File: src/hw/rtl/spf_pkg.sv
`default_nettype none
package spf_pkg;

  // table geometry
  localparam int TableSize = 262144;
  localparam int AddrW     = $clog2(TableSize);
  localparam int IdxW      = AddrW + 1;
  localparam int RootW     = (AddrW + 1) / 2 + 1;

  // field widths
  localparam int ValW = 18;
  localparam int CntW = $clog2(ValW + 1);

  // controller states
  typedef enum logic [3:0] {
    ST_FILL,
    ST_ISEL,
    ST_ICHK,
    ST_JRD,
    ST_JWR,
    ST_IDLE,
    ST_LOOK,
    ST_LGOT,
    ST_DIV
  } state_t;

  // datapath commands
  typedef enum logic [3:0] {
    OP_NONE,
    OP_FILL,
    OP_READ_I,
    OP_NEXT_I,
    OP_READ_J,
    OP_MARK_J,
    OP_ACCEPT,
    OP_ACCEPT_NOF,
    OP_READ_N,
    OP_EMIT_LAST,
    OP_NEW_PRIME,
    OP_DIV_AGAIN,
    OP_DIV_TAKE
  } dp_op_t;

  // datapath status
  typedef struct packed {
    logic fill_last;
    logic sieve_done;
    logic i_prime;
    logic j_end;
    logic trivial;
    logic n_one;
    logic d_new;
    logic div_done;
  } dp_status_t;

endpackage
`default_nettype wire

File: src/hw/rtl/spf_ctrl.sv
`default_nettype none
module spf_ctrl (
  input  wire logic                clk,
  input  wire logic                rst,
  input  wire logic                start,
  input  wire spf_pkg::dp_status_t status,
  output spf_pkg::dp_op_t          op,
  output logic                     busy
);
  import spf_pkg::*;

  state_t state;
  state_t state_next;

  // state register
  always_ff @(posedge clk) begin
    if (rst) begin
      state <= ST_FILL;
    end else begin
      state <= state_next;
    end
  end

  // next state and commands
  always_comb begin
    state_next = state;
    op         = OP_NONE;
    busy       = state != ST_IDLE;
    unique case (state)
      ST_FILL: begin
        op = OP_FILL;
        if (status.fill_last) begin
          state_next = ST_ISEL;
        end
      end
      ST_ISEL: begin
        if (status.sieve_done) begin
          state_next = ST_IDLE;
        end else begin
          op         = OP_READ_I;
          state_next = ST_ICHK;
        end
      end
      ST_ICHK: begin
        if (status.i_prime) begin
          state_next = ST_JRD;
        end else begin
          op         = OP_NEXT_I;
          state_next = ST_ISEL;
        end
      end
      ST_JRD: begin
        if (status.j_end) begin
          op         = OP_NEXT_I;
          state_next = ST_ISEL;
        end else begin
          op         = OP_READ_J;
          state_next = ST_JWR;
        end
      end
      ST_JWR: begin
        op         = OP_MARK_J;
        state_next = ST_JRD;
      end
      ST_IDLE: begin
        if (start) begin
          if (status.trivial) begin
            op = OP_ACCEPT_NOF;
          end else begin
            op         = OP_ACCEPT;
            state_next = ST_LOOK;
          end
        end
      end
      ST_LOOK: begin
        op         = OP_READ_N;
        state_next = ST_LGOT;
      end
      ST_LGOT: begin
        priority if (status.n_one) begin
          op         = OP_EMIT_LAST;
          state_next = ST_IDLE;
        end else if (status.d_new) begin
          op         = OP_NEW_PRIME;
          state_next = ST_DIV;
        end else begin
          op         = OP_DIV_AGAIN;
          state_next = ST_DIV;
        end
      end
      ST_DIV: begin
        if (status.div_done) begin
          op         = OP_DIV_TAKE;
          state_next = ST_LOOK;
        end
      end
      default: begin
        state_next = ST_IDLE;
      end
    endcase
  end

endmodule
`default_nettype wire

File: config.mk
export PLATFORM = sky130hd
export DESIGN_NAME = spf_ctrl
export DESIGN_NICKNAME = d
export VERILOG_FILES = /design/src/hw/rtl/spf_pkg.sv /design/src/hw/rtl/spf_ctrl.sv
export SDC_FILE = /design/constraint.sdc
export NUM_CORES = 1
export LEC_CHECK = 0
export BUFFER_PORTS_ARGS = -buffer_cell sky130_fd_sc_hd__buf_2
export CAP_MARGIN = 30
export CORE_AREA = 10 10 47 49
export CTS_BUF_LIST = sky130_fd_sc_hd__clkbuf_16
export CTS_CLUSTER_SIZE = 16
export DETAILED_ROUTE_END_ITERATION = 8
export DIE_AREA = 0 0 57 59
export MAX_ROUTING_LAYER = met4
export PLACE_DENSITY_LB_ADDON = 0.3
export SLEW_MARGIN = 20
export SYNTH_ARGS = -nofsm -noshare
export SYNTH_HDL_FRONTEND = slang
export SYNTH_SLANG_ARGS = --single-unit
File: constraint.sdc
create_clock -name clk -period 2.4 [get_ports clk]
set_input_delay 0.12 -clock clk [delete_from_list [all_inputs] [get_ports clk]]
set_output_delay 0.12 -clock clk [all_outputs]
set_load 0.02 [all_outputs]
==> metrics.txt, run 1 <==
# TYPE chip_impl_metric gauge
chip_impl_info{name="cts_tree",value="built"} 1
chip_impl_info{name="critical_path.slowest_cell",value="dfxtp_1"} 1
chip_impl_info{name="worstHoldStart",value="rst"} 1
chip_impl_metric{name="cts.reportedPaths.clkPinSlew",unit="ns"} 0.03
chip_impl_metric{name="path_max_fanout",unit=""} 11
chip_impl_metric{name="largest_register_ff_count",unit=""} 4
chip_impl_metric{name="p_leak",unit="nW"} 0.259
chip_impl_metric{name="cts.hold.buffers_added",unit=""} 0
chip_impl_metric{name="cts_made_buffers",unit=""} 3
chip_impl_metric{name="share_of_layout_cells_above_drive_strength_1",unit="%"} 28.8
chip_impl_metric{name="syn2layout_area_growth",unit="%"} 30.4
chip_impl_metric{name="ys_warn_count",unit=""} 0
chip_impl_info{name="critical_path_type",value="flop to output port"} 1
chip_impl_metric{name="htreeDepth",unit=""} 1
chip_impl_metric{name="sequential_element_share_of_the_synthesized_area",unit="%"} 18.9
chip_impl_metric{name="period_needed",unit="ns"} 1.79
chip_impl_metric{name="numPortBuffers",unit=""} 15
chip_impl_metric{name="synth_top_area_share",unit="%"} 18.9
chip_impl_metric{name="routed_wire_length_per_instance",unit="um"} 12.6
chip_impl_info{name="capture_endpoint_of_the_worst_hold_path",value="state[3]"} 1
chip_impl_metric{name="cts_repair_resize_count",unit=""} 0
chip_impl_metric{name="chipHeight",unit="um"} 59
chip_impl_metric{name="first_global_vias",unit=""} 412
chip_impl_metric{name="std_cell_rows",unit=""} 14
chip_impl_metric{name="final-setup-viol-count",unit=""} 0
chip_impl_metric{name="synth_simple_gate_area_share",unit="%"} 30.1
chip_impl_info{name="ys.flop_type",value="dfxtp_1"} 1
chip_impl_metric{name="hold_critical_path_depth",unit=""} 2
chip_impl_metric{name="antenna_violating_nets_post_route",unit=""} 0
chip_impl_metric{name="number_of_enable_type_register_cells_in_the_synthesized_netlist",unit=""} 0
chip_impl_info{name="largestRegisters",value="state (4)"} 1
chip_impl_metric{name="synth_compound_area_share",unit="%"} 32.4
chip_impl_metric{name="globalRoute.totalOverflow",unit=""} 0
chip_impl_metric{name="synthesis.nets",unit=""} 70
chip_impl_metric{name="initial_utilization",unit="%"} 30.3
chip_impl_metric{name="number_of_detailed_route_iterations_in_the_first_pass",unit=""} 4
chip_impl_metric{name="postSynthRegisterBits",unit=""} 4
chip_impl_metric{name="worstSkewPairLatency",unit="ns"} 0.22
chip_impl_metric{name="grt_antenna_before_repair",unit=""} 0
chip_impl_info{name="kind_of_launch_point_of_the_worst_setup_path",value="flop"} 1
chip_impl_metric{name="worst-slew-pin-transition",unit="ns"} 0.443
chip_impl_metric{name="synthAdderAreaFrac",unit="%"} 0
chip_impl_metric{name="mappedNetlistArea",unit="sq um"} 424
chip_impl_metric{name="critical_path_required",unit="ns"} 2.28
chip_impl_metric{name="max_cap_viol_count",unit=""} 0
chip_impl_metric{name="drt_drc_violations_left",unit=""} 0
chip_impl_metric{name="drtIter0Drc",unit=""} 10
chip_impl_metric{name="share_of_synthesized_area_spent_on_multiplexers",unit="%"} 2.36
chip_impl_metric{name="fin_worst_hold_slack",unit="ns"} 0.0692
chip_impl_metric{name="via_total_after_detailed_routing",unit=""} 450
chip_impl_metric{name="regToRegSetupSlack",unit="ns"} 0.97
chip_impl_metric{name="viasPerCell",unit=""} 5.06
chip_impl_metric{name="skew",unit="ns"} 0.000694
chip_impl_info{name="run_status",value="completed"} 1
chip_impl_metric{name="nNetsFinal",unit=""} 86
chip_impl_metric{name="timing.final.max_slew_violations",unit=""} 0
chip_impl_info{name="netlist_top_cells_count",value="6 x a21oi_1, 6 x nor2_1, 4 x dfxtp_1, 4 x inv_1, 4 x o21ai_1"} 1
chip_impl_metric{name="worst_slew_margin_rel",unit="%"} 70.4
chip_impl_info{name="synth_top_cells_by_area",value="dfxtp_1 19%, buf_6 8.0%, a21oi_1 7.1%, nor2_1 5.3%, o21ai_1 4.7%"} 1
chip_impl_metric{name="syn_inst",unit=""} 59
chip_impl_metric{name="grt_start_max_net_pins",unit=""} 14
chip_impl_metric{name="gpl.final_weighted_congestion",unit=""} 0.744
chip_impl_metric{name="detailed_place_hpwl",unit="um"} 892
chip_impl_metric{name="synth-async-reset-ratio",unit="%"} 0
chip_impl_metric{name="die_width",unit="um"} 57
chip_impl_info{name="clock_root_buffer",value="clkbuf_16"} 1
chip_impl_info{name="critical_path.reg2reg.startpoint",value="state[0]"} 1
chip_impl_metric{name="peakVddDrop",unit="mV"} 0.686
chip_impl_metric{name="worst_ep_arrival_time",unit="ns"} 1.67
chip_impl_metric{name="yosys.cell_types.count",unit=""} 27
chip_impl_metric{name="fmaxAchievable",unit="GHz"} 0.558
chip_impl_metric{name="antennaDiodeCount",unit=""} 0
chip_impl_metric{name="numClockSinks",unit=""} 4
chip_impl_info{name="top_register_by_number_of_flip_flops",value="state"} 1
chip_impl_info{name="destination_of_the_worst_register_to_register_timing_path",value="state[1]"} 1
chip_impl_metric{name="timing.reg2reg.worst_path_depth",unit=""} 4
chip_impl_metric{name="yosys.area_share.xor_xnor",unit="%"} 2.06
chip_impl_info{name="hold_path.class",value="input port to flop"} 1
chip_impl_metric{name="first_pass_grt_wire_length",unit="mm"} 1.81
chip_impl_metric{name="num_io_pins",unit=""} 16
chip_impl_metric{name="fp.dieArea",unit="sq um"} 3360
chip_impl_metric{name="post-cts-setup-buffers",unit=""} 0
chip_impl_info{name="synth_top_cell_by_area",value="dfxtp_1"} 1
chip_impl_info{name="rsz0062_at_grt",value="no"} 1
chip_impl_metric{name="totalWireLength",unit="mm"} 1.12
chip_impl_info{name="end_kind",value="output port"} 1
chip_impl_metric{name="clk_path_buf_depth",unit=""} 2
chip_impl_metric{name="critical-path-max-stage-delay",unit="ns"} 0.57
chip_impl_metric{name="totalNegativeSetupSlack",unit="ns"} 0
chip_impl_metric{name="fin_crit_sh",unit="%"} 74.7
chip_impl_metric{name="grt_usage",unit="%"} 6.84
chip_impl_metric{name="post_synth.cell_area_avg",unit="sq um"} 7.19
chip_impl_info{name="critical_path.cell_chain",value="inv_2 > or4_4 > o211ai_1 > buf_2"} 1
chip_impl_metric{name="power_density",unit="nW/um^2"} 784
chip_impl_metric{name="core-area",unit="sq um"} 1400
chip_impl_metric{name="final_hold_viol_count",unit=""} 0
chip_impl_info{name="synth_top_family_by_area",value="compound AO/OA/AOI/OAI gates"} 1
-- critical path, delay by kind of cell, from the launching register on --
family	cells	cell delay, ns
and+or+nand+nor	1	0.50
DFF	1	0.57
AOI/OAI and AO/OA	1	0.10
buffers and inverters	2	0.28
-- report_power, final --
part           switching, mW  total (mW)  internal, mW
logic                 0.0456      0.0854        0.0398
clock network         0.0446       0.257         0.213
registers             0.0185      0.0910        0.0725
total                  0.109       0.434         0.325
-- per-layer routing --
layer  global-route usage [%]  vias to the layer above  share of wire (%)
li1                         -                      242                  -
met1                     7.36                      194                 44
met2                     10.4                       12                 48
met3                     2.79                        2                7.0
met4                     4.03                        0                1.5
met5                        -                        -                  0
-- how the worst max path moves through the flow --
stage / slack (ns) / endpoint / startpoint
2_1_floorplan: 1.08 / op[0] / state[3]
3_3_place_gp: 0.83 / op[0] / state[1]
3_5_place_dp: 0.84 / op[0] / state[1]
4_1_cts: 0.60 / op[0] / state[1]
5_1_grt: 0.50 / op[0] / state[0]
6_report: 0.61 / op[0] / state[1]
-- logic make-up after synthesis --
family | Yosys count
XOR/XNOR | 1
multiplexers | 1
AO/OA/AOI/OAI | 22
flip-flops | 4
AND/OR/NAND/NOR | 22
buffers and inverters | 9
-- area by class of cell --
class                   count  area, sq um
well taps                  16         20.0
inverters                   5         18.8
flip-flops and latches      4         80.1
fillers                   155          848
repair buffers             15         75.1
multi-input cells          46          284
clock buffers               3         75.1
-- placed cells by master, fill, tap and decap left out --
master,count
a211o_1,1
a21oi_1,6
a222oi_1,1
a2bb2oi_1,2
a31oi_1,1
and2b_1,1
and3_1,1
and4bb_1,1
buf_2,15
clkbuf_16,3
dfxtp_1,4
inv_1,4
inv_2,1
mux2i_1,1
nand2_1,2
nand2_4,1
nand2b_1,2
nand3_1,3
nor2_1,6
nor2b_1,1
nor3_1,3
o211ai_1,2
o21a_1,2
o21ai_0,3
o21ai_1,4
or4_4,1
xor2_1,1
-- through the flow --
stage	area [sq um]	std cells	setup slack (ns)	power, mW	utilization, %
2_1_floorplan	424	59	1.08	0.160	-
3_3_place_gp	478	86	0.833	0.178	34.1
3_5_place_dp	478	86	0.840	0.178	34.1
4_1_cts	553	89	0.605	0.438	39.5
5_1_grt	553	89	0.501	0.456	39.5
6_report	553	89	0.608	0.434	39.5
(Power assumes the default switching activity.)
==> run 2: changes to the inputs <==
==> constraint.sdc (replaced) <==
create_clock -name clk -period 1.5 [get_ports clk]
set_input_delay 0.075 -clock clk [delete_from_list [all_inputs] [get_ports clk]]
set_output_delay 0.075 -clock clk [all_outputs]
set_load 0.02 [all_outputs]
==> metrics.txt, run 2 (synthesis results as in run 1) <==
# TYPE chip_impl_metric gauge
chip_impl_info{name="run_status",value="completed"} 1
chip_impl_metric{name="initial_utilization",unit="%"} 30.3
chip_impl_metric{name="grt_start_max_net_pins",unit=""} 14
chip_impl_metric{name="worst_ep_arrival_time",unit="ns"} 1.41
chip_impl_metric{name="core-area",unit="sq um"} 1400
chip_impl_info{name="worstHoldStart",value="rst"} 1
chip_impl_metric{name="antennaDiodeCount",unit=""} 0
chip_impl_metric{name="path_max_fanout",unit=""} 13
chip_impl_metric{name="cts_made_buffers",unit=""} 3
chip_impl_info{name="critical_path.slowest_cell",value="or4_4"} 1
chip_impl_metric{name="power.share.combinational",unit="%"} 27.9
chip_impl_metric{name="power.share.switching",unit="%"} 25.0
chip_impl_info{name="clock_root_buffer",value="clkbuf_16"} 1
chip_impl_metric{name="skew",unit="ns"} 0.00286
chip_impl_metric{name="grt_antenna_before_repair",unit=""} 0
chip_impl_metric{name="timing.reg2reg.worst_path_depth",unit=""} 5
chip_impl_metric{name="nNetsFinal",unit=""} 95
chip_impl_metric{name="fp.dieArea",unit="sq um"} 3360
chip_impl_metric{name="placement.cell_area",unit="sq um"} 508
chip_impl_metric{name="numClockSinks",unit=""} 4
chip_impl_metric{name="htreeDepth",unit=""} 1
chip_impl_info{name="kind_of_launch_point_of_the_worst_setup_path",value="flop"} 1
chip_impl_metric{name="post-route-cell-area",unit="sq um"} 658
chip_impl_info{name="timing.critical_path.max_delay_family",value="simple AND/OR/NAND/NOR gates"} 1
chip_impl_metric{name="totalWireLength",unit="mm"} 1.21
chip_impl_metric{name="numPortBuffers",unit=""} 15
chip_impl_metric{name="clk_path_buf_depth",unit=""} 2
chip_impl_metric{name="final_hold_viol_count",unit=""} 0
chip_impl_metric{name="gpl.final_weighted_congestion",unit=""} 0.787
chip_impl_metric{name="drtIter0Drc",unit=""} 19
chip_impl_metric{name="number_of_detailed_route_iterations_in_the_first_pass",unit=""} 5
chip_impl_metric{name="share_of_layout_cells_above_drive_strength_1",unit="%"} 45.1
chip_impl_metric{name="max_cap_viol_count",unit=""} 0
chip_impl_metric{name="antenna_violating_nets_post_route",unit=""} 0
chip_impl_metric{name="peakVddDrop",unit="mV"} 0.695
chip_impl_metric{name="first_global_vias",unit=""} 468
chip_impl_info{name="top_register_by_number_of_flip_flops",value="state"} 1
chip_impl_metric{name="power_density",unit="nW/um^2"} 1150
chip_impl_metric{name="critical_path_required",unit="ns"} 1.42
chip_impl_metric{name="worst-slew-pin-transition",unit="ns"} 0.314
chip_impl_metric{name="globalRoute.totalOverflow",unit=""} 0
chip_impl_metric{name="final-setup-viol-count",unit=""} 0
chip_impl_metric{name="fin_worst_hold_slack",unit="ns"} 0.0293
chip_impl_metric{name="fmaxAchievable",unit="GHz"} 0.675
chip_impl_metric{name="critical-path-max-stage-delay",unit="ns"} 0.54
chip_impl_metric{name="worstSkewPairLatency",unit="ns"} 0.22
chip_impl_metric{name="p_leak",unit="nW"} 0.316
chip_impl_metric{name="period_needed",unit="ns"} 1.48
chip_impl_metric{name="timing.final.max_slew_violations",unit=""} 0
chip_impl_metric{name="cts.hold.buffers_added",unit=""} 0
chip_impl_metric{name="worst_slew_margin_rel",unit="%"} 79.1
chip_impl_metric{name="timing.critical_path.buf_inv",unit=""} 1
chip_impl_metric{name="grt_usage",unit="%"} 7.07
chip_impl_metric{name="viasPerCell",unit=""} 5.07
chip_impl_metric{name="routed_wire_length_per_instance",unit="um"} 12.3
chip_impl_metric{name="std_cell_rows",unit=""} 14
chip_impl_metric{name="num_io_pins",unit=""} 16
chip_impl_info{name="end_kind",value="output port"} 1
chip_impl_metric{name="place_inst",unit=""} 90
chip_impl_metric{name="via_total_after_detailed_routing",unit=""} 497
chip_impl_info{name="rsz0062_at_grt",value="yes"} 1
chip_impl_metric{name="clock_power_share",unit="%"} 53.9
chip_impl_metric{name="syn2layout_area_growth",unit="%"} 55.2
chip_impl_metric{name="regToRegSetupSlack",unit="ns"} 0.15
chip_impl_metric{name="power_report.internal_total",unit="uW"} 566
chip_impl_metric{name="first_pass_grt_wire_length",unit="mm"} 1.91
chip_impl_info{name="final_cell_mix",value="13 x buf_2, 11 x buf_4, 6 x a21oi_1, 5 x o21ai_1"} 1
chip_impl_metric{name="finalNonFillerCells",unit=""} 98
chip_impl_info{name="largestRegisters",value="state (4)"} 1
chip_impl_metric{name="p_switching",unit="uW"} 188
chip_impl_metric{name="largest_register_ff_count",unit=""} 4
chip_impl_metric{name="drt_drc_violations_left",unit=""} 0
chip_impl_info{name="cts_tree",value="built"} 1
chip_impl_info{name="destination_of_the_worst_register_to_register_timing_path",value="state[2]"} 1
chip_impl_metric{name="chipHeight",unit="um"} 59
chip_impl_metric{name="die_width",unit="um"} 57
chip_impl_metric{name="detailed_place_hpwl",unit="um"} 933
chip_impl_info{name="layout.cells.most_common",value="buf_2"} 1
chip_impl_info{name="critical_path.reg2reg.startpoint",value="state[0]"} 1
chip_impl_metric{name="hold_critical_path_depth",unit=""} 2
chip_impl_info{name="critical_path.cell_chain",value="or4_4 > o211ai_1 > buf_4"} 1
chip_impl_metric{name="fin_crit_sh",unit="%"} 98.8
chip_impl_info{name="hold_path.class",value="input port to flop"} 1
chip_impl_metric{name="seq_power_share",unit="%"} 18.2
chip_impl_metric{name="cts.reportedPaths.clkPinSlew",unit="ns"} 0.03
chip_impl_info{name="critical_path_type",value="flop to output port"} 1
chip_impl_info{name="capture_endpoint_of_the_worst_hold_path",value="state[3]"} 1
run 2: routing by layer:
layer	track usage [%]	vias to the layer above	part of all wire [%]
li1	-	262	-
met1	7.02	215	40
met2	11.3	20	50
met3	3.86	0	10
met4	3.02	0	0
met5	-	-	0
run 2: worst max path at each step:
stage                         from    end  slack, ns  depth (start not counted)
after floorplan           state[3]  op[0]       0.23                          3
after global placement    state[0]  op[0]        0.1                          4
after detailed placement  state[0]  op[1]       0.07                          4
after CTS                 state[2]  op[1]      0.002                          3
after global routing      state[0]  op[1]      -0.04                          5
final                     state[2]  op[1]       0.02                          3
run 2: layout make-up:
class / count / area (sq um)
Clock buffer: 3 / 75.1
Fill cell: 153 / 743
Inverter: 5 / 18.8
Multi-Input combinational cell: 46 / 305
Sequential cell: 4 / 91.3
Tap cell: 16 / 20.0
Timing Repair Buffer: 24 / 148
run 2: through the flow:
stage | setup slack (ns) | setup TNS (ns) | utilization (%) | total power [mW]
6_report | 0.0186 | 0 | 47.0 | 0.754
3_3_place_gp | 0.0990 | 0 | 36.3 | 0.299
5_1_grt | -0.0373 | -0.0633 | 47.0 | 0.792
2_1_floorplan | 0.227 | 0 | - | 0.255
4_1_cts | 0.00197 | 0 | 44.6 | 0.743
3_5_place_dp | 0.0712 | 0 | 36.3 | 0.298
run 2: power groups by stage:
stage          sequential [mW]  clock (mW)  combinational, mW
3_3_place_gp             0.140           0              0.159
2_1_floorplan            0.123           0              0.132
5_1_grt                  0.139       0.424              0.229
4_1_cts                  0.136       0.413              0.194
6_report                 0.137       0.406              0.211
3_5_place_dp             0.141           0              0.157
run 2: worst reg2reg max path: stages (launching register included):
cell,delay [ns]
dfxtp_4,0.36
buf_4,0.15
buf_4,0.13
xor2_1,0.15
a211o_1,0.28
o21a_1,0.16
run 2: what timing repair did:
action                                  in CTS  in global routing
pin swaps                                    0                  3
resized for setup                            6                  8
endpoints found under the setup margin       3                  4
gates cloned                                 0                  0
buffers inserted                             4                  1
